[config.mk]
export PLATFORM = sky130hd
export DESIGN_NAME = mrs_front
export DESIGN_NICKNAME = d
export VERILOG_FILES = /design/src/design/mrs_pkg.sv /design/src/design/mrs_front.sv
export SDC_FILE = /design/constraint.sdc
export NUM_CORES = 1
export LEC_CHECK = 0
export BUFFER_PORTS_ARGS = -buffer_cell sky130_fd_sc_hd__buf_2
export CAP_MARGIN = 10
export CORE_AREA = 3 3 168 170
export DETAILED_ROUTE_END_ITERATION = 12
export DIE_AREA = 0 0 171 173
export PLACE_DENSITY_LB_ADDON = 0.12
export SETUP_SLACK_MARGIN = 0.02
export SLEW_MARGIN = 20
export SYNTH_ARGS = -nofsm -noshare
export SYNTH_HDL_FRONTEND = slang
export SYNTH_SLANG_ARGS = --single-unit
[constraint.sdc]
create_clock -name clk -period 10.1 [get_ports clk]
set_input_delay 0.505 -clock clk [delete_from_list [all_inputs] [get_ports clk]]
set_output_delay 0.505 -clock clk [all_outputs]
set_load 0.01 [all_outputs]
[src/design/mrs_pkg.sv]
// shared types, constants and filter function for the message ring store
package mrs_pkg;

  // storage sizes
  localparam int RING_DEPTH = 32;
  localparam int DM_DEPTH   = 4;
  localparam int QDEPTH     = 2;

  // derived widths
  localparam int RW  = (RING_DEPTH > 1) ? $clog2(RING_DEPTH) : 1;
  localparam int CW  = $clog2(RING_DEPTH + 1);
  localparam int DW  = (DM_DEPTH > 1) ? $clog2(DM_DEPTH) : 1;
  localparam int DFW = $clog2(DM_DEPTH + 1);
  localparam int QW  = (QDEPTH > 1) ? $clog2(QDEPTH) : 1;
  localparam int QCW = $clog2(QDEPTH + 1);
  localparam int TW  = 6;
  localparam int XW  = (CW > TW) ? CW : TW;
  localparam int MAX_RES = 32;

  // function codes
  localparam logic [2:0] FN_APPEND = 3'd0;
  localparam logic [2:0] FN_SNAP   = 3'd1;
  localparam logic [2:0] FN_GET    = 3'd2;
  localparam logic [2:0] FN_MARK   = 3'd3;
  localparam logic [2:0] FN_COUNT  = 3'd4;
  localparam logic [2:0] FN_USNAP  = 3'd5;

  // filter codes
  localparam logic [2:0] FLT_DM  = 3'd0;
  localparam logic [2:0] FLT_ALL = 3'd1;
  localparam logic [2:0] FLT_CH0 = 3'd2;
  localparam logic [2:0] FLT_CH1 = 3'd3;
  localparam logic [2:0] FLT_CH2 = 3'd4;

  // configuration register indexes
  localparam logic [1:0] CFG_OWN   = 2'd0;
  localparam logic [1:0] CFG_FILT  = 2'd1;
  localparam logic [1:0] CFG_BCAST = 2'd2;

  typedef struct packed {
    logic [31:0] own_node;
    logic [2:0]  append_filter;
    logic [31:0] broadcast_node;
  } cfg_t;

  typedef struct packed {
    logic [31:0] id;
    logic [31:0] from_node;
    logic [31:0] to_node;
    logic [31:0] time_val;
    logic [2:0]  channel;
    logic        outgoing;
    logic        rd;
    logic        hot;
  } rec_t;

  typedef struct packed {
    logic [2:0]  func;
    rec_t        rec;
    logic        accept;
    logic        dm;
    logic [31:0] msg_id;
    logic [2:0]  filter;
    logic [5:0]  maxc;
  } cmd_t;

  typedef struct packed {
    logic        valid;
    rec_t        rec;
    logic [5:0]  tally;
    logic        last;
  } res_t;

  typedef enum logic [2:0] {
    ST_IDLE,
    ST_SCAN,
    ST_EMIT_RD,
    ST_EMIT_EV,
    ST_FIN,
    ST_DM
  } state_t;

  // record filter shared by append and snapshot
  function automatic logic passes(rec_t r, logic [2:0] f, cfg_t c);
    logic res;
    res = 1'b1;
    case (f)
      FLT_DM:  res = (r.to_node == c.own_node) ||
                     (r.outgoing && (r.to_node != c.broadcast_node));
      FLT_ALL: res = !r.hot;
      FLT_CH0: res = !r.hot && (r.channel == 3'd0);
      FLT_CH1: res = !r.hot && (r.channel == 3'd1);
      FLT_CH2: res = !r.hot && (r.channel == 3'd2);
      default: res = 1'b1;
    endcase
    return res;
  endfunction

endpackage

[src/design/mrs_front.sv]
// front end: accepts requests, classifies appends and queues commands
module mrs_front (
  input  logic           clk,
  input  logic           rst,
  input  mrs_pkg::cfg_t  cfg,
  input  logic           s_tvalid,
  output logic           s_tready,
  input  logic [175:0]   s_tdata,
  input  logic [2:0]     s_tuser,
  output logic           cmd_valid,
  output mrs_pkg::cmd_t  cmd,
  input  logic           cmd_pop
);

  mrs_pkg::cmd_t                dec;
  mrs_pkg::cmd_t                q [mrs_pkg::QDEPTH];
  logic [mrs_pkg::QW-1:0]       wp;
  logic [mrs_pkg::QW-1:0]       rp;
  logic [mrs_pkg::QCW-1:0]      cnt;
  logic                         push;
  logic [31:0]                  ts;
  logic [5:0]                   maxc_in;

  // field decode and append classification
  always_comb begin
    ts      = s_tdata[98:67];
    maxc_in = s_tdata[173:168];
    dec = '0;
    dec.func              = s_tuser;
    dec.rec.from_node     = s_tdata[31:0];
    dec.rec.to_node       = s_tdata[63:32];
    dec.rec.channel       = s_tdata[66:64];
    dec.rec.time_val      = (ts == 32'd0) ? s_tdata[130:99] : ts;
    dec.rec.outgoing      = s_tdata[131];
    dec.rec.hot           = s_tdata[132];
    dec.msg_id            = s_tdata[164:133];
    dec.filter            = s_tdata[167:165];
    dec.maxc              = (maxc_in > 6'(mrs_pkg::MAX_RES)) ?
                            6'(mrs_pkg::MAX_RES) : maxc_in;
    dec.dm                = !dec.rec.outgoing && (dec.rec.to_node == cfg.own_node);
    dec.accept            = dec.rec.outgoing ||
                            (dec.rec.to_node == cfg.own_node) ||
                            mrs_pkg::passes(dec.rec, cfg.append_filter, cfg);
  end

  // command queue handshake
  assign s_tready  = (cnt != mrs_pkg::QCW'(mrs_pkg::QDEPTH));
  assign push      = s_tvalid && s_tready;
  assign cmd_valid = (cnt != '0);
  assign cmd       = q[rp];

  // queue pointers and count
  always_ff @(posedge clk) begin
    if (rst) begin
      wp  <= '0;
      rp  <= '0;
      cnt <= '0;
    end else begin
      if (push) begin
        wp <= (wp == mrs_pkg::QW'(mrs_pkg::QDEPTH - 1)) ? '0 : wp + 1'b1;
      end
      if (cmd_pop) begin
        rp <= (rp == mrs_pkg::QW'(mrs_pkg::QDEPTH - 1)) ? '0 : rp + 1'b1;
      end
      if (push && !cmd_pop) begin
        cnt <= cnt + 1'b1;
      end else if (!push && cmd_pop) begin
        cnt <= cnt - 1'b1;
      end
    end
  end

  // queue storage
  always_ff @(posedge clk) begin
    if (push) begin
      q[wp] <= dec;
    end
  end

endmodule

==> out/results.tsv <==
metric	value	unit
worst-skew pair later-pin latency	0.49	ns
final critical-path share of the clock period	29.1	%
Main synth FF type	edfxtp_1	
register area share after synthesis	75.5	%
Hold Path Class	input port to register	
Final Hold Fails	0	
height of the die	173	um
Max IR drop VDD	0.102	mV
Slew headroom	34.8	%
post-CTS sizing	0	
htree depth	2	
# Post-CTS Setup Buffers	0	
total placed instance area	0.0139	mm2
GRT overflow	0	
CTS tree	yes	
Die ar.	0.0296	mm2
Synth Register Bits	299	
share of layout cells above drive strength 1	55.0	%
Pwr per Cell Area	213	mW/mm2
DRT Pass-1 Iters	4	
Initial Utilization	44.0	%
Setup CP Type	register to primary output	
vias in the first global route	6818	
drt total wl	25.8	mm
vias per cell	4.80	
Starting DRT DRC Count	268	
initial antenna violation count	3	
routed vias	6590	
Clock Skews	0.00517	ns
Slew Limit Fails	0	
Ys Warns	0	
NumNets Final	1257	
number of port buffers	364	
final setup violation count	0	
wire per inst	18.8	um
Tmin final	2.94	ns
Critical Path RT	9.60	ns
Final Instance Area	0.0149	mm2
clk root buf	clkbuf_16	
Slew @ Worst Pin	0.978	ns
clock sinks	299	
Max-Cap Viols	0	
first-pass GRT wire length	37.9	mm
core area	0.0269	mm2
Critical Path End Type	primary output	
CTS Buffer Depth	3	
area delta synth->final	26.4	%
setup ws final	7.16	ns
Netlist Area Pre-Place	0.0118	mm2
GRT Overall Usage	16.6	%
io pins	432	
row count	60	
Max Freq	0.340	GHz
cts hold-fix bufs	0	
EDFF count, synth	294	
Worst EP arrival	2.44	ns
Final HPWL DP	18.2	mm
synthesized area per cell	19.0	um2
run status	finished, final reports clean	
synth unique cells	31	
Critical Path Source Type	register	
die width	171	um
DRC viols	0	
Leak Pwr	5.91	nW
clock transition at the registers of the reported paths	0.06	ns
Post-synth ARST share	0	%
Syn Inst Count	621	
pin count of the biggest net entering global routing	71	
Place WS	7.53	ns
setup TNS	0	ns
antenna-violating nets left	0	
CP Max Fanout	64	
fillcell total	2203	
clock buffer count from CTS	34	
Placer Congestion	0.800	
RSZ-0062 raised after global routing	no	
-- area by class of cell --
cell class	instances	area, um2	share of cell area, %
clock buffer	48	977	6.54
timing repair buffer	370	1870	12.5
sequential	299	8930	59.8
inverter	5	18.8	0.126
clock inverter	12	77.6	0.519
multi-input combinational	296	2640	17.7
tap	341	427	2.85
antenna	2	5.00	0.0335
-- synthesized netlist by cell type, types with 2 or more instances --
cell	instances	area share, %
buf_2	15	0.64
nor4_1	16	0.85
edfxtp_1	294	75
a21oi_1	2	0.085
buf_6	3	0.29
clkbuf_1	2	0.064
nor2b_1	5	0.26
mux2_2	147	14
nand4_1	4	0.21
dfxtp_1	5	0.85
inv_1	5	0.16
xor2_1	35	2.6
a21o_2	2	0.15
nor2_1	8	0.25
a21o_1	30	1.9
buf_4	33	2.1
-- through the flow --
stage / hold slack [ns] / util, % / cells / power [mW]
floorplan: 0.461 / - / 653 / 1.89
global placement: 0.483 / 51.7 / 1311 / 2.07
detailed placement: 0.506 / 51.7 / 1311 / 2.08
CTS: 0.169 / 55.6 / 1371 / 3.23
global route: 0.173 / 55.6 / 1373 / 3.32
finish: 0.199 / 55.6 / 1373 / 3.18
-- state kept, by name, indices dropped and copies added, names as in the netlist, named ones only --
| signal | cells |
|---|---|
| q | 294 |
| cnt | 2 |
| rp | 1 |
| wp | 1 |
-- power breakdown --
part / switching (mW) / total (mW) / internal, mW
Clock: 0.442 / 1.14 / 0.697
Sequential: 0.0314 / 1.56 / 1.53
Combinational: 0.275 / 0.475 / 0.200
Total: 0.748 / 3.18 / 2.43
-- critical path: stages, from the launching register on --
cell and delay (ns):
dfxtp_4 0.57, buf_4 0.74, mux2_2 0.41, buf_2 0.15
-- final timing paths --
kind / startpoint / end / slack, ns / depth (start not counted)
worst max-delay path: register / cmd[47] / 7.16 / 3
worst min-delay path: s_tdata[23] / q[0][135]$_DFFE_PP_ / 0.20 / 1
worst max register to register: cnt[0]$_SDFFE_PP0P_ / q[0][99]$_DFFE_PP_ / 7.59 / 4
worst min register to register: cnt[1]$_SDFFE_PP0P_ / cnt[1]$_SDFFE_PP0P_ / 0.51 / 2
-- cell families after synthesis --
group | count (synthesis) | share of synthesized area [%]
adder cells (fa/ha/maj) | 1 | 0.106
other | 1 | 0.0317
multiplexers | 147 | 14.0
XOR/XNOR | 36 | 2.67
flip-flops | 299 | 75.5
AO/OA/AOI/OAI | 39 | 2.47
buffers and inverters | 58 | 3.24
AND/OR/NAND/NOR | 40 | 1.96
-- metal layers --
layer | vias up | global-route usage [%] | routed length, um
met2 | 267 | 28.9 | 12900
met5 | - | 0 | 20
met1 | 3168 | 19.3 | 9730
li1 | 3118 | - | -
met4 | 2 | 4.96 | 570
met3 | 35 | 5.94 | 2500
-- layout by cell type, fill, tap and decap left out, types with 2 or more instances in the layout --
| master | netlist | routed |
|---|---|---|
| buf_2 | 15 | 364 |
| conb_1 | 1 | 33 |
| nor2_4 | 1 | 2 |
| xor2_1 | 35 | 35 |
| nor4_1 | 16 | 16 |
| edfxtp_1 | 294 | 294 |
| diode_2 | 0 | 2 |
| a21o_1 | 30 | 30 |
| nand4_1 | 4 | 4 |
| a21oi_1 | 2 | 2 |
| mux2_2 | 147 | 147 |
| buf_4 | 33 | 6 |
| a21o_2 | 2 | 2 |
| clkbuf_1 | 2 | 10 |
| clkinv_2 | 0 | 2 |
| inv_1 | 5 | 5 |
| nor2b_1 | 5 | 5 |
| dfxtp_1 | 5 | 4 |
| nor2_1 | 8 | 7 |
| clkinv_1 | 0 | 8 |
| clkbuf_16 | 0 | 37 |
No activity file was read; power rests on OpenSTA's default activity.
